==> src/rtl/hpq_pkg.sv <==
`default_nettype none

package hpq_pkg;

  localparam int KEY_W       = 32;
  localparam int COUNT_W     = 6;
  localparam int INDEX_W     = 5;
  localparam int PADDR_W     = 3;
  localparam int PDATA_W     = 32;
  localparam int DEF_CAPACITY = 32;

  localparam logic [COUNT_W-1:0] LIMIT_RESET = 6'd32;

  localparam logic [PADDR_W-3:0] REG_CAPACITY_LIMIT = 1'b0;

  typedef enum logic [1:0] {
    CMD_INSERT   = 2'd0,
    CMD_EXTRACT  = 2'd1,
    CMD_DECREASE = 2'd2,
    CMD_DELETE   = 2'd3
  } cmd_t;

  typedef enum logic [2:0] {
    STAT_OK     = 3'd0,
    STAT_FULL   = 3'd1,
    STAT_EMPTY  = 3'd2,
    STAT_BADIDX = 3'd3,
    STAT_NODEC  = 3'd4
  } status_t;

  typedef enum logic [2:0] {
    ST_IDLE,
    ST_START,
    ST_UP,
    ST_DOWN,
    ST_PLACE,
    ST_FINISH
  } state_t;

  typedef struct packed {
    cmd_t                     cmd;
    logic signed [KEY_W-1:0]  key_value;
    logic [INDEX_W-1:0]       entry_index;
  } cmd_word_t;

  typedef struct packed {
    logic signed [KEY_W-1:0]  taken_value;
    logic signed [KEY_W-1:0]  min_value;
    logic [COUNT_W-1:0]       entry_count;
    status_t                  status;
  } rsp_word_t;

endpackage

`default_nettype wire

==> src/rtl/min_heap_priority_queue_top.sv <==
`default_nettype none

// Binary min-heap priority queue of signed 32-bit keys held in one
// synchronous RAM (two read ports, one write port). One command word is
// worked at a time, in these steps: accept it and read its operands,
// decode them, walk the sift one heap level per step (the moving key
// stays in a register, so each level is one RAM read and one write),
// place the key, and load the response register. A command that fails
// or places nothing goes from the decode straight to the response load.
// At capacity 32 a sift walks at most five levels. A finished response
// waits in its output register while the next command is accepted; a
// response still held there stalls the next load.
// capacity_limit (APB offset 0, reset 32) caps the count; values above
// CAPACITY act as CAPACITY. Failing commands leave the heap unchanged.
module min_heap_priority_queue_top #(
  parameter int CAPACITY = hpq_pkg::DEF_CAPACITY
) (
  input  wire logic                          clk,
  input  wire logic                          rst,
  input  wire logic                          cmd_valid,
  output      logic                          cmd_ready,
  input  wire hpq_pkg::cmd_word_t            cmd_word,
  output      logic                          rsp_valid,
  input  wire logic                          rsp_ready,
  output      hpq_pkg::rsp_word_t            rsp_word,
  input  wire logic                          psel,
  input  wire logic                          penable,
  input  wire logic                          pwrite,
  input  wire logic [hpq_pkg::PADDR_W-1:0]   paddr,
  input  wire logic [hpq_pkg::PDATA_W-1:0]   pwdata,
  output      logic [hpq_pkg::PDATA_W-1:0]   prdata,
  output      logic                          pready
);

  logic [hpq_pkg::COUNT_W-1:0]   limit;
  logic [hpq_pkg::PADDR_W-3:0]   reg_index;
  logic                          wr_limit;

  assign pready    = 1'b1;
  assign reg_index = paddr[hpq_pkg::PADDR_W-1:2];
  assign wr_limit  = psel && penable && pwrite && (reg_index == hpq_pkg::REG_CAPACITY_LIMIT);
  assign prdata    = (reg_index == hpq_pkg::REG_CAPACITY_LIMIT) ?
                     hpq_pkg::PDATA_W'(limit) : '0;

  always_ff @(posedge clk) begin
    if (rst) begin
      limit <= hpq_pkg::LIMIT_RESET;
    end else if (wr_limit) begin
      limit <= pwdata[hpq_pkg::COUNT_W-1:0];
    end
  end

  hpq_engine #(.CAPACITY(CAPACITY)) u_engine (
    .clk       (clk),
    .rst       (rst),
    .limit     (limit),
    .cmd_valid (cmd_valid),
    .cmd_ready (cmd_ready),
    .cmd_word  (cmd_word),
    .rsp_valid (rsp_valid),
    .rsp_ready (rsp_ready),
    .rsp_word  (rsp_word)
  );

endmodule

`default_nettype wire

==> src/rtl/hpq_mem.sv <==
`default_nettype none

module hpq_mem #(
  parameter int DEPTH = hpq_pkg::DEF_CAPACITY,
  parameter int AW    = $clog2(DEPTH)
) (
  input  wire logic                             clk,
  input  wire logic                             re,
  input  wire logic [AW-1:0]                    raddr0,
  input  wire logic [AW-1:0]                    raddr1,
  output      logic signed [hpq_pkg::KEY_W-1:0] rdata0,
  output      logic signed [hpq_pkg::KEY_W-1:0] rdata1,
  input  wire logic                             we,
  input  wire logic [AW-1:0]                    waddr,
  input  wire logic signed [hpq_pkg::KEY_W-1:0] wdata
);

  logic signed [hpq_pkg::KEY_W-1:0] mem [DEPTH];

  always_ff @(posedge clk) begin
    if (we) begin
      mem[waddr] <= wdata;
    end
    if (re) begin
      rdata0 <= mem[raddr0];
      rdata1 <= mem[raddr1];
    end
  end

endmodule

`default_nettype wire

==> src/rtl/hpq_engine.sv <==
`default_nettype none

module hpq_engine #(
  parameter int CAPACITY = hpq_pkg::DEF_CAPACITY
) (
  input  wire logic                         clk,
  input  wire logic                         rst,
  input  wire logic [hpq_pkg::COUNT_W-1:0]  limit,
  input  wire logic                         cmd_valid,
  output      logic                         cmd_ready,
  input  wire hpq_pkg::cmd_word_t           cmd_word,
  output      logic                         rsp_valid,
  input  wire logic                         rsp_ready,
  output      hpq_pkg::rsp_word_t           rsp_word
);

  localparam int AW = $clog2(CAPACITY);
  localparam int WW = ((AW > hpq_pkg::COUNT_W) ? AW : hpq_pkg::COUNT_W) + 2;

  hpq_pkg::state_t state, state_next;
  hpq_pkg::cmd_word_t in_q, in_q_next;
  hpq_pkg::status_t status_q, status_q_next;

  logic [hpq_pkg::COUNT_W-1:0]     count, count_next;
  logic [AW-1:0]                   pos, pos_next;
  logic signed [hpq_pkg::KEY_W-1:0] moving, moving_next;
  logic signed [hpq_pkg::KEY_W-1:0] root, root_next;
  logic signed [hpq_pkg::KEY_W-1:0] taken, taken_next;
  logic                            fallback, fallback_next;
  logic                            rsp_valid_next;
  hpq_pkg::rsp_word_t              rsp_word_next;

  logic                            mem_re, mem_we;
  logic [AW-1:0]                   mem_ra0, mem_ra1, mem_wa;
  logic signed [hpq_pkg::KEY_W-1:0] mem_wd, rd0, rd1;

  hpq_mem #(.DEPTH(CAPACITY), .AW(AW)) u_mem (
    .clk    (clk),
    .re     (mem_re),
    .raddr0 (mem_ra0),
    .raddr1 (mem_ra1),
    .rdata0 (rd0),
    .rdata1 (rd1),
    .we     (mem_we),
    .waddr  (mem_wa),
    .wdata  (mem_wd)
  );

  logic          accept, load;
  logic [WW-1:0] count_w, cap_w, limit_w, eff_w, idx_w, in_idx_w;
  logic [WW-1:0] last_w, cnt_par_w, left_w, right_w, child_w;
  logic [WW-1:0] cl_w, cr_w;
  logic [AW-1:0] idx_a, par_pos, par_idx, par_par;
  logic          full, idx_bad, no_dec, idx_zero, del_last, cnt_zero, cnt_one;
  logic          up_swap, par_zero, left_ok, right_ok, pick_r, down_swap;
  logic signed [hpq_pkg::KEY_W-1:0] child_val;

  assign accept   = cmd_valid && cmd_ready;
  assign load     = (state == hpq_pkg::ST_FINISH) && (!rsp_valid || rsp_ready);
  assign cmd_ready = (state == hpq_pkg::ST_IDLE);

  assign count_w  = WW'(count);
  assign cap_w    = WW'(CAPACITY);
  assign limit_w  = WW'(limit);
  assign eff_w    = (limit_w > cap_w) ? cap_w : limit_w;
  assign last_w   = count_w - WW'(1);
  assign cnt_par_w = last_w >> 1;
  assign in_idx_w = WW'(cmd_word.entry_index);
  assign idx_w    = WW'(in_q.entry_index);
  assign idx_a    = idx_w[AW-1:0];

  assign full     = count_w >= eff_w;
  assign idx_bad  = idx_w >= count_w;
  assign no_dec   = in_q.key_value > rd0;
  assign idx_zero = (idx_w == '0);
  assign del_last = (idx_w == last_w);
  assign cnt_zero = (count == '0);
  assign cnt_one  = (count_w == WW'(1));

  assign par_idx  = (idx_a - AW'(1)) >> 1;
  assign par_pos  = (pos - AW'(1)) >> 1;
  assign par_par  = (par_pos - AW'(1)) >> 1;
  assign par_zero = (par_pos == '0);
  assign up_swap  = moving < rd0;

  assign left_w   = WW'({pos, 1'b1});
  assign right_w  = left_w + WW'(1);
  assign left_ok  = left_w < count_w;
  assign right_ok = right_w < count_w;
  assign pick_r   = right_ok && (rd1 < rd0);
  assign child_w  = pick_r ? right_w : left_w;
  assign child_val = pick_r ? rd1 : rd0;
  assign down_swap = left_ok && (child_val < moving);
  assign cl_w     = {child_w[WW-2:0], 1'b1};
  assign cr_w     = cl_w + WW'(1);

  always_comb begin
    state_next = state;
    case (state)
      hpq_pkg::ST_IDLE: begin
        if (cmd_valid) state_next = hpq_pkg::ST_START;
      end
      hpq_pkg::ST_START: begin
        case (in_q.cmd)
          hpq_pkg::CMD_INSERT: begin
            if (full) state_next = hpq_pkg::ST_FINISH;
            else if (cnt_zero) state_next = hpq_pkg::ST_PLACE;
            else state_next = hpq_pkg::ST_UP;
          end
          hpq_pkg::CMD_EXTRACT: begin
            if (cnt_zero || cnt_one) state_next = hpq_pkg::ST_FINISH;
            else state_next = hpq_pkg::ST_DOWN;
          end
          hpq_pkg::CMD_DECREASE: begin
            if (idx_bad || no_dec) state_next = hpq_pkg::ST_FINISH;
            else if (idx_zero) state_next = hpq_pkg::ST_PLACE;
            else state_next = hpq_pkg::ST_UP;
          end
          hpq_pkg::CMD_DELETE: begin
            if (idx_bad || del_last) state_next = hpq_pkg::ST_FINISH;
            else if (idx_zero) state_next = hpq_pkg::ST_DOWN;
            else state_next = hpq_pkg::ST_UP;
          end
          default: state_next = hpq_pkg::ST_FINISH;
        endcase
      end
      hpq_pkg::ST_UP: begin
        if (up_swap) state_next = par_zero ? hpq_pkg::ST_PLACE : hpq_pkg::ST_UP;
        else state_next = fallback ? hpq_pkg::ST_DOWN : hpq_pkg::ST_PLACE;
      end
      hpq_pkg::ST_DOWN: begin
        state_next = down_swap ? hpq_pkg::ST_DOWN : hpq_pkg::ST_PLACE;
      end
      hpq_pkg::ST_PLACE: state_next = hpq_pkg::ST_FINISH;
      hpq_pkg::ST_FINISH: begin
        if (load) state_next = hpq_pkg::ST_IDLE;
      end
      default: state_next = hpq_pkg::ST_IDLE;
    endcase
  end

  always_comb begin
    in_q_next     = accept ? cmd_word : in_q;
    status_q_next = status_q;
    count_next    = count;
    pos_next      = pos;
    moving_next   = moving;
    taken_next    = taken;
    fallback_next = fallback;
    mem_re        = 1'b0;
    mem_ra0       = idx_a;
    mem_ra1       = last_w[AW-1:0];
    mem_we        = 1'b0;
    mem_wa        = pos;
    mem_wd        = moving;
    case (state)
      hpq_pkg::ST_IDLE: begin
        mem_re  = accept;
        mem_ra0 = (cmd_word.cmd == hpq_pkg::CMD_INSERT) ? cnt_par_w[AW-1:0]
                                                       : in_idx_w[AW-1:0];
      end
      hpq_pkg::ST_START: begin
        status_q_next = hpq_pkg::STAT_OK;
        taken_next    = '0;
        fallback_next = 1'b0;
        case (in_q.cmd)
          hpq_pkg::CMD_INSERT: begin
            if (full) begin
              status_q_next = hpq_pkg::STAT_FULL;
            end else begin
              count_next  = count + hpq_pkg::COUNT_W'(1);
              moving_next = in_q.key_value;
              pos_next    = count_w[AW-1:0];
            end
          end
          hpq_pkg::CMD_EXTRACT: begin
            if (cnt_zero) begin
              status_q_next = hpq_pkg::STAT_EMPTY;
            end else begin
              taken_next  = root;
              count_next  = count - hpq_pkg::COUNT_W'(1);
              moving_next = rd1;
              pos_next    = '0;
              mem_re      = 1'b1;
              mem_ra0     = AW'(1);
              mem_ra1     = AW'(2);
            end
          end
          hpq_pkg::CMD_DECREASE: begin
            if (idx_bad) begin
              status_q_next = hpq_pkg::STAT_BADIDX;
            end else if (no_dec) begin
              status_q_next = hpq_pkg::STAT_NODEC;
            end else begin
              moving_next = in_q.key_value;
              pos_next    = idx_a;
              mem_re      = 1'b1;
              mem_ra0     = par_idx;
            end
          end
          hpq_pkg::CMD_DELETE: begin
            if (idx_bad) begin
              status_q_next = hpq_pkg::STAT_BADIDX;
            end else begin
              taken_next    = rd0;
              count_next    = count - hpq_pkg::COUNT_W'(1);
              moving_next   = rd1;
              pos_next      = idx_a;
              fallback_next = 1'b1;
              mem_re        = 1'b1;
              if (idx_zero) begin
                mem_ra0 = AW'(1);
                mem_ra1 = AW'(2);
              end else begin
                mem_ra0 = par_idx;
              end
            end
          end
          default: status_q_next = hpq_pkg::STAT_OK;
        endcase
      end
      hpq_pkg::ST_UP: begin
        fallback_next = 1'b0;
        if (up_swap) begin
          mem_we   = 1'b1;
          mem_wd   = rd0;
          pos_next = par_pos;
          mem_re   = !par_zero;
          mem_ra0  = par_par;
        end else if (fallback) begin
          mem_re  = 1'b1;
          mem_ra0 = left_w[AW-1:0];
          mem_ra1 = right_w[AW-1:0];
        end
      end
      hpq_pkg::ST_DOWN: begin
        if (down_swap) begin
          mem_we   = 1'b1;
          mem_wd   = child_val;
          pos_next = child_w[AW-1:0];
          mem_re   = 1'b1;
          mem_ra0  = cl_w[AW-1:0];
          mem_ra1  = cr_w[AW-1:0];
        end
      end
      hpq_pkg::ST_PLACE: begin
        mem_we = 1'b1;
      end
      default: mem_re = 1'b0;
    endcase
  end

  assign root_next = (mem_we && mem_wa == '0) ? mem_wd : root;

  always_comb begin
    rsp_word_next = rsp_word;
    rsp_valid_next = rsp_valid && !rsp_ready;
    if (load) begin
      rsp_valid_next            = 1'b1;
      rsp_word_next.taken_value = taken;
      rsp_word_next.min_value   = cnt_zero ? '0 : root;
      rsp_word_next.entry_count = count;
      rsp_word_next.status      = status_q;
    end
  end

  always_ff @(posedge clk) begin
    if (rst) begin
      state     <= hpq_pkg::ST_IDLE;
      count     <= '0;
      fallback  <= 1'b0;
      rsp_valid <= 1'b0;
    end else begin
      state     <= state_next;
      count     <= count_next;
      fallback  <= fallback_next;
      rsp_valid <= rsp_valid_next;
    end
  end

  always_ff @(posedge clk) begin
    in_q     <= in_q_next;
    status_q <= status_q_next;
    pos      <= pos_next;
    moving   <= moving_next;
    root     <= root_next;
    taken    <= taken_next;
    rsp_word <= rsp_word_next;
  end

  a_count_bound: assert property (@(posedge clk) disable iff (rst)
    WW'(count) <= cap_w)
    else $error("heap count above capacity");

  a_no_write_idle: assert property (@(posedge clk) disable iff (rst)
    (state == hpq_pkg::ST_IDLE || state == hpq_pkg::ST_FINISH) |-> !mem_we)
    else $error("memory write outside a command");

  a_up_not_root: assert property (@(posedge clk) disable iff (rst)
    (state == hpq_pkg::ST_UP) |-> (pos != '0))
    else $error("sift up from the root");

  a_count_change: assert property (@(posedge clk) disable iff (rst)
    (count != $past(count)) |-> ($past(state) == hpq_pkg::ST_START || $past(rst)))
    else $error("count changed outside command start");

  a_empty_min: assert property (@(posedge clk) disable iff (rst)
    (rsp_valid && rsp_word.entry_count == '0) |-> (rsp_word.min_value == '0))
    else $error("nonzero minimum on empty heap");

endmodule

`default_nettype wire
==> config.mk <==
export PLATFORM = sky130hd
export DESIGN_NAME = min_heap_priority_queue_top
export DESIGN_NICKNAME = d
export VERILOG_FILES = /design/src/rtl/hpq_pkg.sv /design/src/rtl/min_heap_priority_queue_top.sv /design/src/rtl/hpq_mem.sv /design/src/rtl/hpq_engine.sv
export SDC_FILE = /design/constraint.sdc
export NUM_CORES = 2
export LEC_CHECK = 0
export BUFFER_PORTS_ARGS = -buffer_cell sky130_fd_sc_hd__buf_2
export CORE_ASPECT_RATIO = 1.1
export CORE_UTILIZATION = 35
export CTS_BUF_LIST = sky130_fd_sc_hd__clkbuf_16
export DETAILED_ROUTE_END_ITERATION = 6
export SYNTH_ARGS = -nofsm -noshare
export SYNTH_HDL_FRONTEND = slang
export SYNTH_SLANG_ARGS = --single-unit
==> constraint.sdc <==
create_clock -name clk -period 16.71 [get_ports clk]
set_input_delay 1.671 -clock clk [delete_from_list [all_inputs] [get_ports clk]]
set_output_delay 1.671 -clock clk [all_outputs]
set_load 0.01 [all_outputs]
=== After elaboration in Yosys (flattened, before gate mapping) ===
Memories as Yosys holds them, arrays and structs flattened. A register that Yosys moved wholly into a read port is not among the register bits.
Index checks and enable logic that the tools add are counted.

* RAM bits: 1024
* Register bits after elaboration: 233
* Logic and storage cells: 175
* Memories: 1

{| class="wikitable"
|+ Memory list
! name !! depth !! bits a word !! rd ports !! clocked after memory_dff !! write ports !! line !! text
|-
| u_engine.u_mem.mem || 32 || 32 || 2 || 2 || 1 || hpq_mem.sv:18 || <nowiki>logic signed [hpq_pkg::KEY_W-1:0] mem [DEPTH];</nowiki>
|}

* $add $sub $neg: 8
* Reductions and logical operators: 30
* Bitwise gates (word level): 1
* $lt $le $gt $ge: 9
* Eq/ne operators: 24
* Multiplexer cells: 85

{| class="wikitable"
|+ Operators with widths
! kind !! number
|-
| $mux 32 || 10
|-
| $pmux 32 s2 || 2
|-
| $pmux 32 s4 || 1
|-
| $mux 5 || 22
|-
| $lt 32x32->1 || 3
|-
| $pmux 5 s3 || 3
|-
| $mux 3 || 14
|-
| $pmux 5 s4 || 2
|-
| $gt 32x32->1 || 1
|-
| $mux 6 || 5
|-
| $pmux 3 s4 || 2
|-
| $pmux 3 s6 || 1
|-
| $pmux 6 s3 || 1
|-
| $ne 3x3->1 const B || 5
|-
| $mux 1 || 14
|-
| $ne 2x2->1 const B || 6
|-
| $logic_not 5->1 || 2
|-
| $pmux 5 s2 || 1
|-
| $sub 5x1->5 const B || 2
|-
| $logic_and 1x1->1 || 9
|-
| $eq 5x8->1 || 1
|-
| $ge 6x8->1 || 1
|-
| $logic_not 8->1 || 1
|-
| $reduce_and 8->1 || 1
|-
| other kinds (33) || 47
|}

=== Depth between registers and ports, before layout ===
* Depth after elaboration: 10
* Depth in mapped cells: 32
* Gate-level depth less buffers: 24

=== By module ===
From an unflattened synthesis, not the netlist that was laid out.

* Cell total of the unflattened synthesis: 4789
* Area, all modules: 65247.6 um^2

{| class="wikitable"
|+ By module, submodules not included
! module !! area an instance (um^2) !! sequential area each (um^2) !! times used !! cells an instance
|-
| hpq_mem || 50681.1 || 32671.3 || 1 || 3450
|-
| hpq_engine || 14028.5 || 6706.4 || 1 || 1277
|-
| min_heap_priority_queue_top || 538.0 || 120.1 || 1 || 62
|}

=== Worst setup path before layout ===
No wires, ideal clock.

* Path kind: reg-to-reg
* From: register u_engine.pos[0], in the netlist u_engine.mem_wa[0]
* To: memory u_engine.u_mem.mem[24][0] (netlist name) (enable)
* Period minus slack after synthesis: 7.623 ns
* Cell stages (with the launch flop): 22
* Slack: 9.087 ns
* Arrival: 7.162 ns
* Cells stage by stage: edfxtp_1 clkbuf_1 inv_1 ha_1 ha_1 a21oi_1 a21oi_1 nor2_1 and4_4 buf_2 buf_1 nand2_1 o21ai_0 ha_1 a2111o_1 a41oi_2 nor3_1 or4b_4 a2111o_1 nand2_1 nand2_1 nor3_1

* Cells in the longest elaborated chain, start to end: 10

{| class="wikitable"
|+ Ends and longest elaborated chain
! item !! line !! text
|-
| start, declared || hpq_engine.sv:25 || <nowiki>logic [AW-1:0] pos, pos_next;</nowiki>
|-
| start signal, assigned || hpq_engine.sv:284 || <nowiki>pos <= pos_next;</nowiki>
|-
| $add 6x1->7 || hpq_engine.sv:87 || <nowiki>assign right_w = left_w + WW'(1);</nowiki>
|-
| $lt 7x6->1 || hpq_engine.sv:89 || <nowiki>assign right_ok = right_w < count_w;</nowiki>
|-
| $logic_and 1x1->1 || hpq_engine.sv:90 || <nowiki>assign pick_r = right_ok && (rd1 < rd0);</nowiki>
|-
| $mux 32 || hpq_engine.sv:92 || <nowiki>assign child_val = pick_r ? rd1 : rd0;</nowiki>
|-
| $lt 32x32->1 || hpq_engine.sv:93 || <nowiki>assign down_swap = left_ok && (child_val < moving);</nowiki>
|-
| $logic_and 1x1->1 || hpq_engine.sv:93 ||
|-
| $mux 1 || hpq_engine.sv:237 || <nowiki>if (down_swap) begin</nowiki>
|-
| $pmux 1 s3 || hpq_engine.sv:156 || <nowiki>case (state)</nowiki>
|-
| $mux 1 || hpq_mem.sv:21 || <nowiki>if (we) begin</nowiki>
|-
| $mux 1 (implied by the code) || hpq_mem.sv:22 || <nowiki>mem[waddr] <= wdata;</nowiki>
|-
| end, declared || hpq_mem.sv:18 ||
|}

Parallel ways exist; a longest one is shown, timed or not.

=== Final worst setup path ===
* From: register u_engine.pos[2], in the netlist u_engine.mem_wa[2]
* To: register u_engine.u_mem.rdata1[1] (netlist name) (read register of u_engine.u_mem.mem), data pin

* Cells in the longest elaborated chain, start to end: 8

{| class="wikitable"
|+ Ends and longest elaborated chain
! item !! line !! text
|-
| $add 6x1->7 || hpq_engine.sv:87 ||
|-
| $lt 7x6->1 || hpq_engine.sv:89 ||
|-
| $logic_and 1x1->1 || hpq_engine.sv:90 ||
|-
| $mux 32 || hpq_engine.sv:92 ||
|-
| $lt 32x32->1 || hpq_engine.sv:93 ||
|-
| $logic_and 1x1->1 || hpq_engine.sv:93 ||
|-
| $mux 1 / $mux 5 (equally long branches) || hpq_engine.sv:237 ||
|-
| $pmux 1 s4 / $pmux 5 s3 (equally long branches) || hpq_engine.sv:156 ||
|-
| end, declared || hpq_mem.sv:12 || <nowiki>output logic signed [hpq_pkg::KEY_W-1:0] rdata1,</nowiki>
|}

Parallel ways exist; a longest one is shown, timed or not.
A chain may end at the register's enable or synchronous reset.

==> results.sh <==
export IMPL_setup_viol=0
export IMPL_crit_arrival_ps=10770
export IMPL_worstPathMaxFanout=146
export IMPL_fp_coreArea_um2=184000
export IMPL_io_pins=189
export IMPL_cts_tree="yes"
export IMPL_cts_num_sinks=1321
export IMPL_rsz0062_at_grt="false"
export IMPL_cp_num_buf_inv=2
export IMPL_die_area_um2=187000
export IMPL_hold_viol=0
export IMPL_synthArstFlopShare=0
export IMPL_post_cts_buffers=0
export IMPL_postLayoutCoreUtil=0.393
export IMPL_gp_congestion=0.934
export IMPL_antenna_found_initial=10
export IMPL_cts_max_level=4
export IMPL_final_nets=6079
export IMPL_wl_mm=228
export IMPL_slew_headroom=0.0713
export IMPL_rr_startpoint="u_engine.mem_wa[2]"
export IMPL_status="complete, but fails checks"
export IMPL_hold_ws_ps=416
export IMPL_clockBufferDepth=3
export IMPL_grt_overflow=0
export IMPL_track_usage=0.236
export IMPL_whs_path_depth=0
export IMPL_cts_buffers=133
export IMPL_period_share=0.621
export IMPL_synth_cell_types=92
export IMPL_grt_max_degree=147
export IMPL_cp_required_ps=17110
export IMPL_vias=50000
export IMPL_tns_ps=0
export IMPL_synth_seq_area_share=0.609
export IMPL_reg2reg_depth=23
export IMPL_cpPeakStageDelay_ps=1170
export IMPL_holdCritStartpoint="u_engine.taken[7]"
export IMPL_ys_warnings_count=0
export IMPL_end_kind="flop"
export IMPL_syn_area_um2=64900
export IMPL_synthToLayoutAreaGrowth_pct=11.4
export IMPL_drt_iter0_drc=7182
export IMPL_seqCellArea_um2=39500
export IMPL_grt_pass1_wl_mm=322
export IMPL_slowest_stage="nor4_1"
export IMPL_synth_top_area_cell="edfxtp_1"
export IMPL_placement_io_buffers=133
export IMPL_synthTopCellsByArea="edfxtp_1 (60%), nand2_1 (9.6%), nand3_1 (4.2%)"
export IMPL_fin_crit_ps=10370
export IMPL_drc=3
export IMPL_ys_ff_latch=1321
export IMPL_cts_root_buffer="clkbuf_16"
export IMPL_min_path_type="flop to flop"
export IMPL_num_rows=165
export IMPL_whs_endpoint="u_engine.rsp_word[48]"
export IMPL_drv_slew=0
export IMPL_drive_gt1_frac=0.0966
export IMPL_fill_cells=17300
export IMPL_cts_clk_slew_worst_paths_ps=60
export IMPL_drv_cap=0
export IMPL_dr_pass1_iters=7
export IMPL_worstPathCellList="nand3_1 > xnor2_1 > ha_1 > nand3_1 > o211ai_1 > nor2_1 > and4_4 > o21ai_0 > ha_1 > a2111o_1 > a41oi_2 > nor3_1 > or4b_4 > or3_1 > nor3_2 > a211oi_1 > o22ai_4 > buf_12 > buf_4 > mux2i_1 > a32oi_1 > a31oi_1 > nor4_1"
export IMPL_multi_input_area_um2=23500
export IMPL_dp_hpwl_mm=127
export IMPL_via_per_inst=5.98
export IMPL_clkLatencyLatePin_ps=810
export IMPL_synth_edf_count=1304
export IMPL_finClkSkew_ps=44.3
export IMPL_reg2reg_slack_ps=6340
export IMPL_violations="DRC"
export IMPL_synthFlopType="edfxtp_1"
export IMPL_ctsHoldBuffers=0
export IMPL_floorplan_initialDensity=0.353
export IMPL_avgSynthCellArea_um2=11.1
export IMPL_fmaxAchievable_ghz=0.0964
export IMPL_start_kind="flop"
export IMPL_wl_per_cell_um=27.2
export IMPL_die_h_um=454
export IMPL_r2r_end="u_engine.u_mem.rdata1[1]"
export IMPL_worst_slew_pin_slew_ps=1380
export IMPL_chipWidth_um=413
export IMPL_postRouteAntennaNets=0
export IMPL_netlist_area_leader_share=0.603
export IMPL_synthCells=5853
export IMPL_worst_setup_path_type="flop to flop"
export IMPL_grt_pass1_vias=47100
export IMPL_crit_family="simple AND/OR/NAND/NOR gates"
export IMPL_cts_resized=0
## flip-flops by register name (all words and copies together) (netlist names)
| name | flops |
|---|---|
| u_engine.fallback | 1 |
| u_engine.u_mem.rdata1 | 32 |
| u_engine.rsp_word | 73 |
| u_engine.count | 6 |
| u_engine.mem_wa | 5 |
| u_engine.u_mem.mem | 1024 |
| u_engine.idx_a | 5 |
| limit | 6 |
| u_engine.u_mem.rdata0 | 32 |
| u_engine.status_q | 3 |
| u_engine.taken | 32 |
| u_engine.state | 3 |
| u_engine.root | 32 |
| u_engine.in_q | 34 |
| u_engine.moving | 32 |
| u_engine.rsp_valid | 1 |
## synth_stat cells, drive strengths merged (118+ instances only)
cell type / n
nand2: 1663
mux2i: 231
edfxtp: 1304
buf: 272
a32oi: 198
nand4: 122
ha: 156
clkbuf: 158
nand3: 540
a21oi: 118
nor2: 128
a31oi: 193
## through the flow
stage	area, um2	setup slack [ps]	std cells
final	72300	6340	8366
after detailed placement	68100	6520	8128
after global placement	68100	6590	8128
after floorplan	65000	9090	5878
after CTS	72300	6460	8360
after global routing	72300	6080	8361
## cells in the final DEF, fill, tap and decap left out, drive strengths merged, types with 9 or more instances in the layout
cell	n
o22ai	9
mux2i	231
clkinv	54
ha	156
inv	117
nand2	1663
nand2b	20
dfxtp	17
edfxtp	1304
o21ai	110
a31oi	193
nor4	45
nand3	540
nand4	122
and3	35
a22o	36
a211oi	21
mux2	37
bufinv	12
a22oi	9
nor3	32
nor2b	19
conb	27
nand3b	26
clkbuf	136
a221oi	13
xnor2	21
o2111ai	9
a2111oi	10
a221o	34
a21oi	118
buf	259
and2	72
a32oi	198
nor2	128
## worst reg2reg max path: cells and delay by family (launching register included)
kind            cells  cell delay (ps)
buf+inv             2             1610
xor+xnor            1              280
mux                 1              270
fa+ha+maj           2              670
simple gates        9             3770
flops               1              970
compound gates      8             2410
## per-layer routing
metal,vias to the layer above,track usage,part of all wire
li1,21700,-,-
met1,24400,0.297,0.37
met2,3235,0.384,0.47
met3,666,0.0402,0.10
met4,4,0.130,0.058
met5,-,0,0.00012
## cell type report
type | instances | area share
Inverter | 90 | 0.00467
Clock buffer | 136 | 0.0471
Antenna cell | 6 | 0.000208
Tap cell | 2421 | 0.0419
Multi-Input combinational cell | 4037 | 0.325
Timing Repair Buffer | 259 | 0.0235
Sequential cell | 1321 | 0.546
Clock inverter | 96 | 0.0114
## worst max-delay path by stage
stage	from	to	slack, ps	depth (start not counted)
4_1_cts	u_engine.u_mem.rdata0[31]	u_engine.u_mem.rdata1[1]	6460	24
3_3_place_gp	u_engine.u_mem.rdata0[31]	u_engine.u_mem.rdata1[1]	6590	25
6_report	u_engine.mem_wa[2]	u_engine.u_mem.rdata1[1]	6340	23
5_1_grt	u_engine.u_mem.rdata0[31]	u_engine.u_mem.rdata1[1]	6080	24
3_5_place_dp	u_engine.u_mem.rdata0[31]	u_engine.u_mem.rdata1[1]	6520	24
2_1_floorplan	u_engine.mem_wa[0]	u_engine.u_mem.mem[24][0]	9090	21
## kinds of logic (layout without fill, tap and decap cells)
group	count (synthesis)	after routing	share of synthesized area
AOI/OAI and AO/OA	832	832	0.0928
xor gates and xnor gates	25	25	0.00337
adders and majority gates	156	156	0.0301
buffers and inverters	520	581	0.0374
DFF	1321	1321	0.609
muxes	268	268	0.0420
other	2	33	0.000116
and+or+nand+nor	2729	2729	0.186
Power is left out: the tool's default activity adds up to more than one toggle a clock period on the data nets, which glitch-free logic cannot reach.
